$ cat config.mk
export PLATFORM = sky130hd
export DESIGN_NAME = mpeg_audio_header_frame_length
export DESIGN_NICKNAME = d
export VERILOG_FILES = /design/src/hw/rtl/mafl_pkg.sv /design/src/hw/rtl/mpeg_audio_header_frame_length.sv /design/src/hw/rtl/mafl_front.sv /design/src/hw/rtl/mafl_div_cell.sv /design/src/hw/rtl/mafl_back.sv
export VERILOG_INCLUDE_DIRS = /design/src /design/src/hw/rtl
export SDC_FILE = /design/constraint.sdc
export NUM_CORES = 1
export LEC_CHECK = 0
export BUFFER_PORTS_ARGS = -buffer_cell sky130_fd_sc_hd__buf_4
export CORE_ASPECT_RATIO = 1.25
export CORE_MARGIN = 4
export CORE_UTILIZATION = 56
export CTS_BUF_LIST = sky130_fd_sc_hd__clkbuf_8
export DETAILED_ROUTE_END_ITERATION = 6
export PLACE_DENSITY = 0.82
export RECOVER_POWER = 50
export SETUP_SLACK_MARGIN = 0.4
export SYNTH_ARGS = -nofsm -noshare
export SYNTH_HDL_FRONTEND = slang
export SYNTH_SLANG_ARGS = --single-unit
$ cat constraint.sdc
create_clock -name clock -period 6 [get_ports clock]
set_clock_uncertainty 0.1 [all_clocks]
set_input_delay 0.9 -clock clock [delete_from_list [all_inputs] [get_ports clock]]
set_output_delay 0.9 -clock clock [all_outputs]
set_load 0.03 [all_outputs]
$ cat src/hw/rtl/mpeg_audio_header_frame_length_assert.svh
// Assertion macros shared by the frame length block.
`ifndef MPEG_AUDIO_HEADER_FRAME_LENGTH_ASSERT_SVH
`define MPEG_AUDIO_HEADER_FRAME_LENGTH_ASSERT_SVH

// Checked at every rising clock edge outside reset.
`define MAFL_ASSERT(lbl, prop, msg) \
   lbl: assert property (@(posedge clock) disable iff (reset) prop) else $error(msg);

// Checked at every rising clock edge, reset included.
`define MAFL_ASSERT_ALWAYS(lbl, prop, msg) \
   lbl: assert property (@(posedge clock) prop) else $error(msg);

`endif

$ cat src/hw/rtl/mafl_pkg.sv
package mafl_pkg;

   typedef struct packed {
      logic [7:0] header_byte_one;
      logic [7:0] header_byte_two;
   } req_type;

   typedef struct packed {
      logic        header_ok;
      logic [13:0] frame_bytes;
      logic [1:0]  layer_code;
      logic [1:0]  version_code;
      logic [1:0]  rate_index;
   } rsp_type;

   // Number of quotient bits, one divider cell each.
   localparam int QUOT_W = 12;
   localparam int NUM_W  = 26;
   localparam int REM_W  = 16;

   localparam logic [2:0] SYNC_BITS      = 3'b111;
   localparam logic [1:0] VER_MPEG1      = 2'd3;
   localparam logic [1:0] VER_RESERVED   = 2'd1;
   localparam logic [1:0] LAYER_I        = 2'd3;
   localparam logic [1:0] LAYER_II       = 2'd2;
   localparam logic [1:0] LAYER_RESERVED = 2'd0;
   localparam logic [3:0] BITRATE_FREE   = 4'd0;
   localparam logic [3:0] BITRATE_BAD    = 4'd15;
   localparam logic [1:0] RATE_RESERVED  = 2'd3;

   // Slot factor multiplied by 1000 so that kbit/s become bit/s.
   localparam logic [17:0] FACTOR_LAYER_I = 18'd12000;
   localparam logic [17:0] FACTOR_WIDE    = 18'd144000;
   localparam logic [17:0] FACTOR_NARROW  = 18'd72000;

   localparam logic [14:0] MIN_FRAME_BYTES = 15'd24;
   localparam logic [14:0] MAX_FRAME_BYTES = 15'd8192;

   // Bitrates in kbit/s, indexed by layer code and bitrate index.
   localparam logic [8:0] RATE_MPEG1 [4][16] = '{
      '{default: 9'd0},
      '{9'd0, 9'd32, 9'd40, 9'd48, 9'd56, 9'd64, 9'd80, 9'd96,
        9'd112, 9'd128, 9'd160, 9'd192, 9'd224, 9'd256, 9'd320, 9'd0},
      '{9'd0, 9'd32, 9'd48, 9'd56, 9'd64, 9'd80, 9'd96, 9'd112,
        9'd128, 9'd160, 9'd192, 9'd224, 9'd256, 9'd320, 9'd384, 9'd0},
      '{9'd0, 9'd32, 9'd64, 9'd96, 9'd128, 9'd160, 9'd192, 9'd224,
        9'd256, 9'd288, 9'd320, 9'd352, 9'd384, 9'd416, 9'd448, 9'd0}
   };

   localparam logic [8:0] RATE_MPEG2 [4][16] = '{
      '{default: 9'd0},
      '{9'd0, 9'd8, 9'd16, 9'd24, 9'd32, 9'd40, 9'd48, 9'd56,
        9'd64, 9'd80, 9'd96, 9'd112, 9'd128, 9'd144, 9'd160, 9'd0},
      '{9'd0, 9'd8, 9'd16, 9'd24, 9'd32, 9'd40, 9'd48, 9'd56,
        9'd64, 9'd80, 9'd96, 9'd112, 9'd128, 9'd144, 9'd160, 9'd0},
      '{9'd0, 9'd32, 9'd48, 9'd56, 9'd64, 9'd80, 9'd96, 9'd112,
        9'd128, 9'd144, 9'd160, 9'd176, 9'd192, 9'd224, 9'd256, 9'd0}
   };

   // Sample rates in Hz, indexed by version code and rate index.
   localparam logic [15:0] SAMPLE_HZ [4][4] = '{
      '{16'd11025, 16'd12000, 16'd8000, 16'd0},
      '{16'd0, 16'd0, 16'd0, 16'd0},
      '{16'd22050, 16'd24000, 16'd16000, 16'd0},
      '{16'd44100, 16'd48000, 16'd32000, 16'd0}
   };

   // One item on its way through the divider row.
   typedef struct packed {
      logic              ok;
      logic              pad;
      logic [1:0]        layer_code;
      logic [1:0]        version_code;
      logic [1:0]        rate_index;
      logic [REM_W-1:0]  divisor;
      logic [REM_W-1:0]  rem;
      logic [QUOT_W-1:0] num_low;
      logic [QUOT_W-1:0] quot;
   } div_item_type;

endpackage

$ cat src/hw/rtl/mpeg_audio_header_frame_length.sv
// MPEG audio frame length decoder. Each request carries the two header bytes that follow
// the 0xFF sync byte; each response says whether they form a valid header and, if so, the
// frame length in bytes (header included) together with the raw layer, version and sample
// rate codes, all fields being zero for a rejected header. One request is taken every clock
// cycle while req_stall is low. Each item passes through the front register for the table
// look-up and the bitrate multiplication, a row of identical restoring divider cells that
// each produce one quotient bit, and the output register for padding, the layer I slot size
// and the bounds check. Every stage holds its own item, so a stalled response only backs up
// the row as far as it is full.
`include "mpeg_audio_header_frame_length_assert.svh"

module mpeg_audio_header_frame_length
   import mafl_pkg::*;
(
   input  logic    clock,
   input  logic    reset,
   input  logic    req_valid,
   output logic    req_stall,
   input  req_type req_data,
   output logic    rsp_valid,
   input  logic    rsp_stall,
   output rsp_type rsp_data
);

   // Stage k sits between divider cell k-1 and cell k; stage 0 is the front register.
   logic         stage_valid [QUOT_W+1];
   logic         stage_stall [QUOT_W+1];
   div_item_type stage_item  [QUOT_W+1];

   // The front stage decodes the header, looks up the rates and forms the numerator.
   mafl_front u_front (
      .clock     (clock),
      .reset     (reset),
      .in_valid  (req_valid),
      .in_stall  (req_stall),
      .in_data   (req_data),
      .out_valid (stage_valid[0]),
      .out_stall (stage_stall[0]),
      .out_item  (stage_item[0])
   );

   // The divider row: each cell brings down one numerator bit and yields one quotient bit.
   for (genvar i = 0; i < QUOT_W; i++) begin : g_cell
      mafl_div_cell u_cell (
         .clock     (clock),
         .reset     (reset),
         .in_valid  (stage_valid[i]),
         .in_stall  (stage_stall[i]),
         .in_item   (stage_item[i]),
         .out_valid (stage_valid[i+1]),
         .out_stall (stage_stall[i+1]),
         .out_item  (stage_item[i+1])
      );
   end

   // The back stage finishes the length, checks its bounds and holds the response.
   mafl_back u_back (
      .clock     (clock),
      .reset     (reset),
      .in_valid  (stage_valid[QUOT_W]),
      .in_stall  (stage_stall[QUOT_W]),
      .in_item   (stage_item[QUOT_W]),
      .out_valid (rsp_valid),
      .out_stall (rsp_stall),
      .out_data  (rsp_data)
   );

   // The row only pushes back when the response side itself is holding a response.
   `MAFL_ASSERT(a_stall_from_output, req_stall |-> (rsp_valid && rsp_stall), "request stalled without output back-pressure")

   // An accepted request must be sitting in the front register in the following cycle.
   `MAFL_ASSERT(a_request_taken, ($past(req_valid && !req_stall) && !$past(reset)) |-> stage_valid[0], "accepted request lost at the front stage")

   // Nothing is offered in the cycle after reset.
   `MAFL_ASSERT_ALWAYS(a_quiet_after_reset, $past(reset) |-> !rsp_valid, "response offered straight after reset")

endmodule

$ cat src/hw/rtl/mafl_front.sv
module mafl_front
   import mafl_pkg::*;
(
   input  logic         clock,
   input  logic         reset,
   input  logic         in_valid,
   output logic         in_stall,
   input  req_type      in_data,
   output logic         out_valid,
   input  logic         out_stall,
   output div_item_type out_item
);

   logic         valid_ff, valid_in;
   div_item_type item_ff, item_in;
   logic         advance;

   logic [1:0]       ver, lay, sri;
   logic [3:0]       bri;
   logic [8:0]       kbps;
   logic [15:0]      hz;
   logic [17:0]      factor;
   logic [26:0]      product;
   logic [NUM_W-1:0] num;
   logic             ok;

   assign advance  = !valid_ff || !out_stall;
   assign in_stall = !advance;
   assign valid_in = advance ? in_valid : valid_ff;

   always_comb begin
      ver = in_data.header_byte_one[4:3];
      lay = in_data.header_byte_one[2:1];
      bri = in_data.header_byte_two[7:4];
      sri = in_data.header_byte_two[3:2];

      kbps = (ver == VER_MPEG1) ? RATE_MPEG1[lay][bri] : RATE_MPEG2[lay][bri];
      hz   = SAMPLE_HZ[ver][sri];

      ok = (in_data.header_byte_one[7:5] == SYNC_BITS) && (ver != VER_RESERVED) &&
           (lay != LAYER_RESERVED) && (bri != BITRATE_FREE) && (bri != BITRATE_BAD) &&
           (sri != RATE_RESERVED) && (kbps != 9'd0) && (hz != 16'd0);

      if (lay == LAYER_I) begin
         factor = FACTOR_LAYER_I;
      end else if (ver == VER_MPEG1 || lay == LAYER_II) begin
         factor = FACTOR_WIDE;
      end else begin
         factor = FACTOR_NARROW;
      end

      product = 27'(kbps) * 27'(factor);
      num     = product[NUM_W-1:0];

      item_in              = item_ff;
      item_in.ok           = ok;
      item_in.pad          = in_data.header_byte_two[1];
      item_in.layer_code   = lay;
      item_in.version_code = ver;
      item_in.rate_index   = sri;
      item_in.divisor      = hz;
      // The top bits of the numerator are already below the divisor for every legal header.
      item_in.rem          = REM_W'(num[NUM_W-1:QUOT_W]);
      item_in.num_low      = num[QUOT_W-1:0];
      item_in.quot         = '0;
   end

   always_ff @(posedge clock) begin
      if (reset) begin
         valid_ff <= 1'b0;
      end else begin
         valid_ff <= valid_in;
      end
   end

   always_ff @(posedge clock) begin
      if (advance && in_valid) begin
         item_ff <= item_in;
      end
   end

   assign out_valid = valid_ff;
   assign out_item  = item_ff;

endmodule

$ cat src/hw/rtl/mafl_div_cell.sv
module mafl_div_cell
   import mafl_pkg::*;
(
   input  logic         clock,
   input  logic         reset,
   input  logic         in_valid,
   output logic         in_stall,
   input  div_item_type in_item,
   output logic         out_valid,
   input  logic         out_stall,
   output div_item_type out_item
);

   logic         valid_ff, valid_in;
   div_item_type item_ff, item_in;
   logic         advance;
   logic [REM_W:0] trial, diff;
   logic           take;

   assign advance  = !valid_ff || !out_stall;
   assign in_stall = !advance;
   assign valid_in = advance ? in_valid : valid_ff;

   // One restoring division step: bring down the next numerator bit and subtract if it fits.
   always_comb begin
      trial = {in_item.rem, in_item.num_low[QUOT_W-1]};
      diff  = trial - {1'b0, in_item.divisor};
      take  = (trial >= {1'b0, in_item.divisor});

      item_in         = in_item;
      item_in.rem     = take ? diff[REM_W-1:0] : trial[REM_W-1:0];
      item_in.num_low = {in_item.num_low[QUOT_W-2:0], 1'b0};
      item_in.quot    = {in_item.quot[QUOT_W-2:0], take};
   end

   always_ff @(posedge clock) begin
      if (reset) begin
         valid_ff <= 1'b0;
      end else begin
         valid_ff <= valid_in;
      end
   end

   always_ff @(posedge clock) begin
      if (advance && in_valid) begin
         item_ff <= item_in;
      end
   end

   assign out_valid = valid_ff;
   assign out_item  = item_ff;

endmodule

$ cat src/hw/rtl/mafl_back.sv
module mafl_back
   import mafl_pkg::*;
(
   input  logic         clock,
   input  logic         reset,
   input  logic         in_valid,
   output logic         in_stall,
   input  div_item_type in_item,
   output logic         out_valid,
   input  logic         out_stall,
   output rsp_type      out_data
);

   logic        valid_ff, valid_in;
   rsp_type     data_ff, data_in;
   logic        advance;
   logic [12:0] slot;
   logic [14:0] len;
   logic        good;

   assign advance  = !valid_ff || !out_stall;
   assign in_stall = !advance;
   assign valid_in = advance ? in_valid : valid_ff;

   always_comb begin
      slot = 13'(in_item.quot) + 13'(in_item.pad);
      // Layer I counts in four-byte slots.
      len  = (in_item.layer_code == LAYER_I) ? {slot, 2'b00} : 15'(slot);
      good = in_item.ok && (len >= MIN_FRAME_BYTES) && (len <= MAX_FRAME_BYTES);

      data_in = '0;
      if (good) begin
         data_in.header_ok    = 1'b1;
         data_in.frame_bytes  = len[13:0];
         data_in.layer_code   = in_item.layer_code;
         data_in.version_code = in_item.version_code;
         data_in.rate_index   = in_item.rate_index;
      end
   end

   always_ff @(posedge clock) begin
      if (reset) begin
         valid_ff <= 1'b0;
      end else begin
         valid_ff <= valid_in;
      end
   end

   always_ff @(posedge clock) begin
      if (advance && in_valid) begin
         data_ff <= data_in;
      end
   end

   assign out_valid = valid_ff;
   assign out_data  = data_ff;

endmodule
## After elaboration in Yosys (flattened, before gate mapping)

Index checks and enable logic that the tools add are counted.

| storage, ports and cells | value |
|---|---|
| register bits | 677 |
| input bits | 20 |
| output and inout bits | 23 |
| word-level logic and storage cells | 268 |

| cells by class | value |
|---|---|
| $add $sub $neg | 12 |
| multiply operators | 1 |
| order comparisons | 18 |
| eq/ne operators | 8 |
| multiplexer cells | 34 |
| bitwise gates (word level) | 4 |
| reduce and logical (&&, ||, !) cells | 58 |

Operators by type and width:

| operator | count |
|---|---|
| 144-bit binary-select mux with 2-bit select | 2 |
| 144-bit two-way mux | 4 |
| 16-bit two-way mux | 12 |
| 17-bit by 16-bit greater-or-equal comparator with 1-bit output | 11 |
| 16-bit subtractor | 10 |
| 64-bit binary-select mux with 2-bit select | 1 |
| 64-bit two-way mux | 2 |
| 9-bit binary-select mux with 4-bit select | 2 |
| 9-bit two-way mux | 5 |
| 18-bit two-way mux | 2 |
| 16-bit binary-select mux with 2-bit select | 1 |
| 15-bit two-way mux | 2 |
| 9-bit by 18-bit multiplier with 26-bit output | 1 |
| 1-bit logical AND | 23 |
| 21-bit two-way mux | 1 |
| 15-bit by 16-bit greater-or-equal comparator with 1-bit output | 1 |
| 1-bit logical NOT | 16 |
| 16-bit nonzero test | 1 |
| 15-bit by 16-bit subtractor with 16-bit output | 1 |
| 15-bit by 5-bit greater-or-equal comparator with 1-bit output (second input constant) | 1 |
| 15-bit by 14-bit less-or-equal comparator with 1-bit output (second input constant) | 1 |
| 1-bit logical OR | 15 |
| 12-bit by 1-bit adder with 13-bit output | 1 |
| 3-bit greater-or-equal comparator (second input constant) | 3 |
| other kinds (11) | 16 |

## Longest topological paths before layout

Gate-level depths: netlist of the first run.

| logic depth | value |
|---|---|
| depth in word-level cells | 16 |
| gate-level depth with buffers | 29 |
| gate-level depth less buffers | 29 |

## Modules after synthesis

From an unflattened synthesis of the first run, not the netlist that was laid out.

| second synthesis, totals | value |
|---|---|
| cells, all modules | 3278 |
| area, all modules | 43191.4 sq um |

By module, submodules not included:

| module | times used | cells an instance | area each (sq um) | sequential area each (sq um) |
|---|---|---|---|---|
| mafl_div_cell (g_cell[0].u_cell ...) | 6 | 229 | 3115.5 | 1911.8 |
| mafl_div_cell (g_cell[11].u_cell ...) | 6 | 214 | 3066.7 | 1911.8 |
| mafl_front | 1 | 434 | 4367.9 | 1221.2 |
| mafl_back | 1 | 186 | 1730.4 | 650.6 |

## Worst setup path before layout of the first run

No wires, ideal clock.

| timing | value |
|---|---|
| path type | in2reg |
| from | input req_data[4] in the netlist's numbering |
| to | register u_front.item_ff, in the netlist u_front.out_item[34] (data pin) |
| library setup time | 258 ps |
| arrival | 5875 ps |
| data required time | 5642 ps |
| slack | -233 ps |
| cell stages on the path | 24 |
| path buffers | 2 |
| path through | clkbuf_1 > clkbuf_1 > inv_1 > o211ai_1 > o21ai_0 > o21ai_0 > a21oi_1 > a21oi_1 > inv_1 > fa_1 > inv_1 > fa_1 > inv_1 > fa_1 > inv_1 > ha_1 > ha_1 > a21oi_1 > o21bai_1 > a21o_1 > a31o_2 > a41oi_1 > nor2b_1 > xnor2_1 |

| between the ends | value |
|---|---|
| cells in the longest elaborated chain, start to end | 6 |
| elaborated cells between the ends (all ways) | 9 |
| those cells by class | 1 x mul; 7 x mux; 1 x bitwise |

RTL lines:

| item | RTL line | RTL |
|---|---|---|
| start: declaration | mpeg_audio_header_frame_length.sv:19 | `input req_type req_data,` |
| 4-bit NOT with 5-bit output (not written as such) (*) | mafl_front.sv:37 | `kbps = (ver == VER_MPEG1) ? RATE_MPEG1[lay][bri] : RATE_MPEG2[lay][bri];` |
| 9-bit binary-select mux with 4-bit select | mafl_front.sv:37 |  |
| 9-bit two-way mux (not written as such) (2 in series) | mafl_front.sv:37 |  |
| 9-bit two-way mux (*) | mafl_front.sv:37 |  |
| 9-bit by 18-bit multiplier with 26-bit output (*) | mafl_front.sv:52 | `product = 27'(kbps) * 27'(factor);` |
| via u_front.product[22] | mafl_front.sv:23 | `logic [26:0] product;` |
| end signal: assignment | mafl_front.sv:78 | `item_ff <= item_in;` |
| end: declaration | mafl_front.sv:15 | `div_item_type item_ff, item_in;` |

The timed path passes the listed nets; every way through them passes the cells marked *. The select of a mux whose other input is x is not followed.
A chain may end at the register's enable or synchronous reset.

## Worst setup path in the final report of the first run

| timing | value |
|---|---|
| from | input req_data[10] in the netlist's numbering |
| to | register u_front.item_ff, in the netlist u_front.out_item[34] (data pin) |

| between the ends | value |
|---|---|
| cells in the longest elaborated chain, start to end | 9 |
| elaborated cells between the ends (all ways) | 20 |
| those cells by class | 1 x mul; 2 x eq/ne; 15 x mux; 1 x bitwise; 1 x reduce/logical |

RTL lines:

| item | RTL line |
|---|---|
| 2-bit NOT with 3-bit output (not written as such) | mafl_front.sv:37 |
| 144-bit binary-select mux with 2-bit select | mafl_front.sv:37 |
| 144-bit two-way mux (not written as such) (2 in series) | mafl_front.sv:37 |
| 9-bit binary-select mux with 4-bit select | mafl_front.sv:37 |
| 9-bit two-way mux (not written as such) (2 in series) | mafl_front.sv:37 |
| 9-bit two-way mux | mafl_front.sv:37 |
| 9-bit by 18-bit multiplier with 26-bit output (*) | mafl_front.sv:52 |
| via u_front.product[22] | mafl_front.sv:23 |

Marks and branches as above.

==> results summary, run 1 <==
Summed over all instances, the cell type with the most area after synthesis is edfxtp_1. The width of the chip came out at 219.0 um. The buffer depth of the longest clock path came out at 3. The path class of the tightest hold or removal check is reg2reg. The worst register-to-register path begins at g_cell[6].u_cell.out_item[41]$_DFFE_PP_.

The detailed-route wire length per cell is ~18 um. The Yosys warning count is 0. The post-synthesis instance area is between 0.03 and 0.04 mm2. The clock period could shrink to about 5.5 ns.

The number of design-rule violations left by the first detailed-router iteration came out at around 1,300. The final reports fail on capacitance limit, slew limit. The count of pins on the block boundary came out at 43.

By area the synthesized netlist is led by edfxtp_1 (55%), ha_1 (9.3%), inv_1 (3.4%). The number of H-tree branching levels came out at 3. The initial antenna violation count came out at 1. The power density normalized to cell area is ~260 mW/mm2. The number of pins with negative max-slew slack in the final report is between 200 and 250. The leakage power of the design is 14.09 nW. The critical path starts at req_data[10]. The commonest cells after synthesis are edfxtp_1 (571), inv_1 (285), ha_1 (232), a21oi_1 (213), nor2_1 (206). The number of synthesized register bits came out at between 500 and 600. The global placer's final weighted congestion came out at roughly 0.94. The final instance area came out at ~0.035 mm2. The sequential cells in the finished layout cover a total of about 0.017 mm2. The cell sitting at the root of the clock tree is a clkbuf_8. The via count of the first global-routing pass is 21,500. The last element of the critical path is u_front.out_item[34]$_DFFE_PP_.

The initial utilization of the core area, before any placement, comes to 0.5666. At the pin with the least slew margin, the transition time is approximately 3.2 ns. Among all flip-flop cells after synthesis, the most frequent one is edfxtp_1. The largest net degree at the start of global routing came out at 50. The height of the chip is ~270 um. The worst slew slack as a fraction of its limit came out at -1.149. The count of hold buffers inserted by post-cts repair is 0. The slowest stage of the critical path belongs to the cell fa_1. The largest vdd supply drop is roughly 0.2 mV.

The via count came out at about 21,000. For this block, the routed nets add up to roughly 65,000 um of wire. The number of maximum-capacitance constraint violations came out at 5. The placed wire-length estimate is around 50,000 um. The average size of a mapped cell came out at approximately 12 um2.

The upper clock frequency limit is ~180 MHz. Of the post-synthesis cell area, the dominant cell type holds 0.5501. Clock-pin slew was measured on the worst setup and hold paths at ~0.060 ns. After synthesis, the share of flip-flops with an asynchronous set or reset is 0. The area of combinational cells with multiple inputs is between 0.01 and 0.015 mm2.

The area added between synthesis and finish is 12.39%. The post-placement setup slack came out at -0.3602 ns. The register area share after synthesis came out at 0.5590. Clock tree synthesis inserted a total of between 90 and 100 buffers. The worst hold path passes through 0 cells. The critical register-to-register path endpoint is g_cell[7].u_cell.out_item[34]$_DFFE_PP_. The row count is 96. The post-route setup TNS came out at 0 ns. The number of enable flip-flop cells after synthesis came out at 571. The total number of clock tree sinks came out at 585. The data required time at the worst endpoint is around 6.3 ns. The worst setup path is launched from an input pin. The largest single stage delay on the critical path is roughly 0.58 ns. TritonCTS built the clock tree.

The number of cells traversed by the worst register-to-register path came out at 9. The number of fill cells in the layout came out at about 4,200. The die area is 0.05953 mm2.

The number of nets still failing antenna checks after routing came out at 0. After technology mapping, the gate count stands at roughly 2,600. The placeable core region is about 0.055 mm2. The detailed-route DRC error count is 0. The net count reported at finish came out at approximately 3,100. The total design power is 8.999 mW.

The total routing usage reported by global routing is 0.2180. Walking the worst path, the cells encountered are buf_6 -> clkinvlp_4 -> ha_4 -> o21ai_4 -> nor3_2 -> a311oi_1 -> a211oi_2 -> buf_4 -> and2_1 -> or2_4 -> buf_4 -> fa_1 -> fa_1 -> fa_1 -> ha_1 -> ha_4 -> buf_4 -> a21o_1 -> a31o_4 -> a41oi_2 -> nor2b_4 -> xnor2_1. Dividing the final minimum period by the clock period gives 0.9145.

The worst path meets setup with slightly above 0.5 ns of slack. The first global-routing pass estimated 103,600 um of wire. The length of the first detailed-routing pass in iterations came out at 5. The run finished, with violations left. The final hold violation count came to 0. The final global-route overflow total came out at 0.

The number of vias per cell after detailed routing came out at about 5.7. The clock latency at the later pin of the worst-skew pair came out at slightly below 0.7 ns. The worst setup path is captured at a flip-flop. The setup violation total in the final timing report is 0. Setup repair after global routing could not meet its margin everywhere.

Of the cells placed in the final design, the portion with a size suffix greater than 1 is 0.1342. During placement, the flow inserted port buffers numbering 40. The critical path is of the in2reg type. The count of unique library cells instantiated by Yosys came out at between 80 and 90.

The endpoint arrival time on the critical path came out at around 5.8 ns. The most common cell in the synthesized netlist is edfxtp_1. The register-to-register path setup slack came out at 2.04 ns.

The critical-path maximum fanout came out at 5. In this run the cell area measured after placement is ~0.033 mm2.
-- power by group --
| group | switching (mW) | internal [mW] |
|---|---|---|
| clock | 1.52 | 1.64 |
| sequential | 0.0596 | 4.58 |
| combinational | 0.669 | 0.543 |
| total | 2.24 | 6.76 |
-- placed cells by master (no fill, tap or decap), types with 9 or more instances in the layout --
cell type,count
nand3b_1,13
inv_1,299
or3_1,14
dfxtp_1,14
o21a_1,26
a31oi_1,17
xnor2_1,92
nand4b_1,11
o211ai_1,16
edfxtp_1,571
a211oi_1,18
nor2_1,204
a21boi_0,18
clkbuf_1,17
nand3_1,43
nand4_1,14
a21o_1,44
or2_2,18
clkbuf_8,97
mux2_2,33
buf_4,122
xor2_1,52
o31ai_1,23
o21ai_0,97
ha_1,222
fa_1,43
and2_1,17
inv_2,9
clkinv_2,20
nor3_1,48
a21oi_1,206
clkinv_1,24
and3_1,27
nand2b_1,34
nand2_1,158
nor2b_1,24
-- cell families (layout without fill, tap and decap cells) --
group           count (synthesis)  in the layout  synth area share
simple gates                  685            685            0.1076
flops                         585            585            0.5590
compound gates                571            571            0.1148
buf+inv                       340            603           0.04243
fa+ha+maj                     276            276            0.1214
xor+xnor                      144            144           0.04046
mux                            40             40           0.01417
other cells                     1              3         0.0001203
-- flip-flops by register name, indices dropped and copies added (netlist names) --
signal,count
u_front.out_valid,1
u_front.out_item,40
u_back.out_valid,1
g_cell.u_cell.out_item,510
u_back.out_data,21
g_cell.u_cell.out_valid,12
-- through the flow --
| step | instances | utilization | hold slack, ns |
|---|---|---|---|
| finish | 3642 | 0.6369 | 0.2888 |
| global route | 3642 | 0.6369 | 0.2725 |
| CTS | 3634 | 0.6337 | 0.2394 |
| detailed placement | 3462 | 0.6020 | 0.3045 |
| global placement | 3462 | 0.6020 | 0.3006 |
| floorplan | 2643 | - | 0.3003 |
-- final cells by class --
cell class,instances,share of cell area
sequential,585,0.4974
multi-input combinational,1718,0.3659
clock buffer,97,0.03811
inverter,287,0.03086
timing repair buffer,145,0.02982
tap,735,0.02625
clock inverter,74,0.01154
antenna,1,0.00007143
-- worst min path at each step --
stage / start / to / slack, ns
after floorplan: u_front.out_item[20]$_DFFE_PP_ / g_cell[0].u_cell.out_item[21]$_DFFE_PP_ / 0.30
after global placement: g_cell[8].u_cell.out_item[3]$_DFFE_PP_ / g_cell[9].u_cell.out_item[4]$_DFFE_PP_ / 0.30
after detailed placement: g_cell[10].u_cell.out_item[62]$_DFFE_PP_ / g_cell[11].u_cell.out_item[62]$_DFFE_PP_ / 0.30
after CTS: req_data[1] / u_front.out_item[62]$_DFFE_PP_ / 0.24
after global routing: req_data[1] / u_front.out_item[62]$_DFFE_PP_ / 0.27
final: g_cell[9].u_cell.out_item[0]$_DFFE_PP_ / g_cell[10].u_cell.out_item[1]$_DFFE_PP_ / 0.29
-- layer usage --
metal	wire length, um	track usage
met5	0	0
met4	4566	0.1476
met3	2249	0.03392
met2	37030	0.4344
met1	21470	0.1948
-- worst max-delay path, delay by kind of cell --
family	cells	cell delay, ns
adders and majority gates	6	2.38
AOI/OAI and AO/OA	6	1.17
buffers and inverters	5	0.67
and+or+nand+nor	4	0.64
xor gates and xnor gates	1	0.06
-- what timing repair did --
item | 4_1_cts | 5_1_grt
pin swaps | 2 | 29
setup buffers | 1 | 7
endpoints found under the hold margin | 0 | 0
gates resized for setup | 0 | 46
endpoints found under the setup margin | 2 | 6
No activity file was read; power rests on OpenSTA's default activity.
==> run 2: changes to the inputs <==
--- a/config.mk
+++ b/config.mk
@@ -7,14 +7,15 @@
 export NUM_CORES = 1
 export LEC_CHECK = 0
 export BUFFER_PORTS_ARGS = -buffer_cell sky130_fd_sc_hd__buf_4
+export CELL_PAD_IN_SITES_DETAIL_PLACEMENT = 1
+export CELL_PAD_IN_SITES_GLOBAL_PLACEMENT = 1
 export CORE_ASPECT_RATIO = 1.25
 export CORE_MARGIN = 4
-export CORE_UTILIZATION = 56
+export CORE_UTILIZATION = 49
 export CTS_BUF_LIST = sky130_fd_sc_hd__clkbuf_8
 export DETAILED_ROUTE_END_ITERATION = 6
-export PLACE_DENSITY = 0.82
+export PLACE_DENSITY = 0.86
 export RECOVER_POWER = 50
-export SETUP_SLACK_MARGIN = 0.4
 export SYNTH_ARGS = -nofsm -noshare
 export SYNTH_HDL_FRONTEND = slang
 export SYNTH_SLANG_ARGS = --single-unit
==> run 2 against run 1 <==
Against the previous run:
- the flow still finishes with violations (capacitance limit, slew limit)
- first-iteration DRC count decreased by 34%
- critical endpoint unchanged
- flip-flop and latch count is the same
- clock power rose by 7.0%
==> results summary, run 2 (synthesized netlist as in run 1, its figures left out) <==
The flow ran to the end, but the final reports show violations. The checks that failed: capacitance limit, slew limit. The critical path start-end classification is in2reg. The count of hold buffers inserted by post-cts repair came out at 0. The number of design-rule violations left by the first detailed-router iteration is between 800 and 900. The H-tree was split into 3 levels. The number of cells in the design after placement is approximately 3,600. Wire segments on met3 add up to 1966 um in the final route. The transition at the pin with the smallest max-transition slack is between 2 and 3 ns. The final non-filler cell total is between 3,000 and 4,000. The design draws between 9 and 10 mW.

The kind of cell with the highest combined delay along the critical path is adder cells. The via count came out at approximately 21,000. The clock period could shrink to 5.683 ns. The via count of the first global-routing pass is around 24,000. The placed wire-length estimate came out at just under 60,000 um. The detailed-route wire length per cell came out at approximately 20 um. The cell sitting at the root of the clock tree is a clkbuf_8. The final global-route overflow total is 0. STA classifies the critical path endpoint as a flip-flop. From synthesis to final layout, the design area changed by 12.40%. The wire length of the first global-routing pass came out at between 100,000 and 150,000 um. The die is 233.6 um wide. The initial antenna violation count came out at 1.

The critical-path maximum fanout is 6. The most common cell after layout, fill and taps aside is edfxtp_1. The number of buffers and inverters on the critical path is 9. STA classifies the critical path startpoint as an input pin. Setup violations remaining at the end of the flow were counted as 0. For this run, the total global-route usage over all layers was measured as 0.2213. The number of nets still failing antenna checks after routing came out at 0.

The clock slew at the register clock pins of the worst setup and hold paths came out at roughly 0.060 ns. For this design the top-level I/O count stands at 43. Entering global routing, the biggest net connects 50 pins. The die area came out at 0.06774 mm2. The fraction of layout cells with a size suffix above 1 is 0.1197. The number of fill cells in the layout is 6,606. The net count reported at finish came out at between 3,000 and 4,000. The total number of clock tree sinks came out at slightly below 600.

Data on the critical path arrives at its endpoint at between 6 and 7 ns. The number of pins with negative max-slew slack in the final report is 216. The clock latency at the later pin of the worst-skew pair is approximately 0.73 ns. The number of flip-flops under the largest register name is around 500. The length of the first detailed-routing pass in iterations is 6. TritonCTS built the clock tree. The die is roughly 290 um tall. For this run, the slowest stage of the critical path takes around 0.53 ns. The number of input and output port buffers inserted is 40. The largest vdd supply drop is 0.1732 mV. The final hold violation count is 0. The worst slew slack as a fraction of its limit is -0.9540. Setup repair after global routing left no endpoint under its margin.

The worst register-to-register path has a setup slack of between 2 and 2.5 ns. After detailed routing, the number of remaining DRC violations is 0. The number of buffers created by CTS is 93. The post-route clock period utilization is 0.9472. STA puts the critical path data required time at 6.37 ns. The number of maximum-capacitance constraint violations came out at 5. The sum of met2 wire segment lengths after detailed routing came out at 43,800 um.

The routed length on met1 is between 20,000 and 30,000 um. The class of the tightest hold or removal check is in2reg. On the critical path, the stage with the largest delay is an instance of fa_1.

The effective utilization at floorplan came out at 0.4936. After detailed routing, the number of vias per cell comes to ~5.6. The buffer depth of the longest clock path is 3. The global placer's final weighted congestion is between 0.9 and 1.

In the layout the commonest cells are edfxtp_1 (571), inv_1 (319), ha_1 (231), a21oi_1 (211), nor2_1 (205). The row count came out at 103. The leakage power of the design came out at roughly 14 nW. The placeable core region is between 0.06 and 0.07 mm2. The cell seen most often among critical-path stages is inv_1. The power density normalized to cell area came out at approximately 260 mW/mm2. The total length of routed wires came out at 75,260 um. The highest metal layer carrying signal wires in the routed design is met4.

Static timing analysis puts the maximum clock frequency at about 180 MHz.
run 2: stage by stage:
step                      worst slack (ns)  setup TNS (ns)  utilization  hold slack [ns]  area (um2)
final                               0.3169               0       0.5548           0.2835       35040
after detailed placement           -0.6431          -3.214       0.5263           0.3055       33230
after CTS                           0.1209               0       0.5554           0.2117       35070
after global placement             -0.5119          -2.354       0.5263           0.3001       33230
after floorplan                    0.01918               0            -           0.3003       31210
after global routing               0.01555               0       0.5548           0.2530       35040
run 2: final timing paths:
| check | to | cells after the start | start |
|---|---|---|---|
| worst max register to register | g_cell[3].u_cell.out_item[35]$_DFFE_PP_ | 8 | g_cell[2].u_cell.out_item[24]$_DFFE_PP_ |
| worst min-delay path | u_front.out_item[62]$_DFFE_PP_ | 1 | req_data[1] |
| worst max-delay path | u_front.out_item[34]$_DFFE_PP_ | 28 | req_data[9] |
| worst min register to register | g_cell[9].u_cell.out_item[62]$_DFFE_PP_ | 0 | g_cell[8].u_cell.out_item[62]$_DFFE_PP_ |
run 2: final cells by class:
type	instances	area, um2	share of cell area
diodes	1	2.502	0.00007142
clock buffers	98	1349	0.03850
clock inverters	73	488.0	0.01393
inverters	287	1077	0.03075
multi-input cells	1718	12610	0.3599
flip-flops and latches	585	17430	0.4974
well taps	840	1051	0.03000
repair buffers	147	1033	0.02950
run 2: where the power goes:
group / switching (mW) / internal [mW]
Combinational: 0.663 / 0.501
Clock: 1.65 / 1.72
Sequential: 0.0707 / 4.58
run 2: metal layers:
metal  GRT usage  up-vias
met3     0.02749      229
li1            -     9951
met4      0.1257        0
met1      0.2055    10550
met5           0        -
met2      0.4476      407
run 2: timing repair:
| action | CTS | global route |
|---|---|---|
| setup buffers | 0 | 2 |
| resized for setup | 0 | 11 |
| endpoints found under the setup margin | 0 | 3 |
==> run 3: changes to the inputs <==
--- a/config.mk
+++ b/config.mk
@@ -11,11 +11,12 @@
 export CELL_PAD_IN_SITES_GLOBAL_PLACEMENT = 1
 export CORE_ASPECT_RATIO = 1.25
 export CORE_MARGIN = 4
-export CORE_UTILIZATION = 49
+export CORE_UTILIZATION = 50
 export CTS_BUF_LIST = sky130_fd_sc_hd__clkbuf_8
 export DETAILED_ROUTE_END_ITERATION = 6
 export PLACE_DENSITY = 0.86
 export RECOVER_POWER = 50
 export SYNTH_ARGS = -nofsm -noshare
 export SYNTH_HDL_FRONTEND = slang
+export SYNTH_HIERARCHICAL = 1
 export SYNTH_SLANG_ARGS = --single-unit
==> run 3 against run 2 <==
Against the previous run:
- the flow still finishes with violations (capacitance limit, slew limit)
- critical path type unchanged
- combinational power increased by 32%
- wire length increased by 31%
- utilization is 0.31 points higher
- critical path depth shrank 9
- largest power group unchanged
- worst setup slack worse by 0.00063 ns
- via count rose by 19%
- synthesized cell count grew 13%
- register-to-register slack lost 0.64 ns
- flip-flop and latch count grew 82
- final cell count grew 12%
- die area is 17% higher
- sequential share of layout area decreased by 1.4 points
==> results summary, run 3 <==
Timing would allow up to ~180 MHz. At the pin with the least slew margin, the transition time is about 3 ns. The post-route clock period utilization came out at 0.9473. The power density normalized to cell area came out at ~260 mW/mm2. The number of buffers created by CTS came out at 102.

The pre-antenna-repair detailed-routing pass consisted of 5 iterations. The via count of the first global-routing pass came out at 27,870. In the routed design, unresolved DRC markers number 0.

Across all hold checks on the routed design, the worst slack comes to about 0.27 ns. The run finished, with violations left. In the final routed layout, each cell accounts on average for about 23 um. The number of gates given a new drive strength after cts came out at 0. The post-layout utilization of the core came out at 0.5579. The area added between synthesis and finish came out at 10.08%.

Setup violations remaining at the end of the flow were counted as 0. Across the VDD grid, the largest voltage drop is 0.1749 mV. Counting instances, the worst hold path has a depth of 1. The effective utilization at floorplan is 0.5068.

Counting the fill cells in the layout gives roughly 7,600. The count of pins on the block boundary came out at 43. The initial antenna violation count is 1.

The critical-path maximum fanout is 4. Counting along the longest clock path gives a buffer depth of 3. The height of the chip is around 310 um. The die area is between 0.07 and 0.08 mm2. The final non-filler cell total came out at ~4,200. The final reports fail on capacitance limit, slew limit. After global routing the overflow that remains totals 0. The number of design-rule violations left by the first detailed-router iteration came out at around 1,500. The first global-routing pass estimated ~150,000 um of wire.

The largest net degree at the start of global routing is 53. After synthesis the cells add up to 0.03738 mm2. The number of flip-flops under the largest register name came out at around 600.

The net count reported at finish came out at around 3,500. The average size of a mapped cell came out at between 10 and 15 um2. The leakage power of the design came out at 16.46 nW. The library cell used most frequently in the layout, excluding fill and tap cells, is edfxtp_1. The number of maximum-capacitance constraint violations is 10. TritonCTS built the clock tree.

The row count came out at around 110. The number of input and output port buffers inserted is 40. Across every metal layer, demand over resource in global routing totals 0.2476.

The detail route stage leaves a number of antenna-violating nets equal to 0. The shortest clock period the worst path allows after layout came out at about 5.7 ns. The fraction of layout cells with a size suffix above 1 is 0.1508. The number of instances in the synthesized netlist is about 3,000. The total setup buffers inserted after CTS is 0. The clock slew at the register clock pins of the worst setup and hold paths is 0.06 ns. After detailed routing, the total wire length is 98,830 um. The critical path start-end classification is in2reg. The clock latency at the later pin of the worst-skew pair came out at between 0.7 and 0.8 ns. The worst setup path is captured at a flip-flop. The global placer's final weighted congestion came out at between 0.9 and 1.

The final hold violation count came out at 0. The area of combinational cells with multiple inputs is 0.01591 mm2. The endpoint arrival time on the critical path came out at 6.07 ns.

The placed wire-length estimate is between 70,000 and 80,000 um. The tightest min-delay check is of the in2reg type. The via count is around 25,000. The number of pins with negative max-slew slack in the final report is 292.

The total number of clock tree sinks is about 670. The count of hold buffers inserted by post-cts repair came out at 0. The worst setup path is launched from an input pin. The clock root buffer is clkbuf_8. The data required time at the worst endpoint is 6.38 ns. For this run, the number of Yosys warnings is 6. Headroom to the max-slew limit came out at -0.9997.

Summing all flip-flop and latch instances after layout gives approximately 0.02 mm2. The number of cells in the design after placement is 4,019. In the layout the commonest cells are edfxtp_1 (653), inv_1 (300), ha_1 (245), nor2_1 (200), o21ai_0 (133). The placeable core region is about 0.074 mm2. The number of cells traversed by the worst register-to-register path came out at 16.

The number of vias per cell after detailed routing came out at approximately 6.0. The floorplan step set the die width to 252.5 um. The H-tree was split into 3 levels. Setup repair after global routing left no endpoint under its margin.
==> run 3: through the flow <==
step / power (mW) / setup WS [ns] / area [um2] / TNS [ns]
after global placement: 6.804 / -0.4759 / 39260 / -1.926
after detailed placement: 6.905 / -0.5775 / 39260 / -3.540
final: 10.70 / 0.3163 / 41140 / 0
after CTS: 10.78 / 0.1272 / 41340 / 0
after global routing: 11.21 / 0.01861 / 41140 / 0
after floorplan: 6.434 / 0.01925 / 37430 / 0
==> run 3: final timing paths <==
path / startpoint / endpoint / slack (ns)
worst max-delay path: req_data[10] / u_front/out_item[36]$_DFFE_PP_ / 0.32
worst min-delay path: req_data[1] / u_front/out_item[62]$_DFFE_PP_ / 0.27
worst max register to register: u_back/out_valid$_SDFFE_PP0N_ / u_front/out_item[20]$_DFFE_PP_ / 1.44
worst min register to register: g_cell[2].u_cell/out_item[20]$_DFFE_PP_ / g_cell[3].u_cell/out_item[21]$_DFFE_PP_ / 0.31
==> run 3: area by class of cell <==
cell class	count	area share
Clock inverter	88	0.01639
Multi-Input combinational cell	1965	0.3866
Antenna cell	1	0.00006082
Tap cell	960	0.02919
Sequential cell	667	0.4834
Inverter	287	0.02691
Timing Repair Buffer	140	0.02333
Clock buffer	102	0.03412
==> run 3: where the power goes <==
| group | internal [mW] | total, mW | switching, mW |
|---|---|---|---|
| registers | 5.23 | 5.30 | 0.0692 |
| clock network | 2.01 | 3.87 | 1.86 |
| logic | 0.695 | 1.53 | 0.837 |
| total | 7.94 | 10.7 | 2.76 |
==> run 3: layer usage <==
metal,share of wire,up-vias,track usage
li1,-,11520,-
met1,0.34,12640,0.2466
met2,0.57,637,0.4912
met3,0.032,275,0.03417
met4,0.056,0,0.1281
met5,0,-,0
==> run 3: critical path: stages <==
cell      delay (ns)
buf_4           0.11
inv_1           0.14
ha_1            0.19
nor2b_1         0.25
nand3_1         0.14
a311o_1         0.42
or2_2           0.32
fa_1            0.51
fa_1            0.52
inv_1           0.06
fa_1            0.50
ha_1            0.36
fa_1            0.48
a211oi_2        0.26
o21ai_0         0.20
a311oi_1        0.32
o21bai_1        0.11
a21oi_1         0.18
xnor2_1         0.08
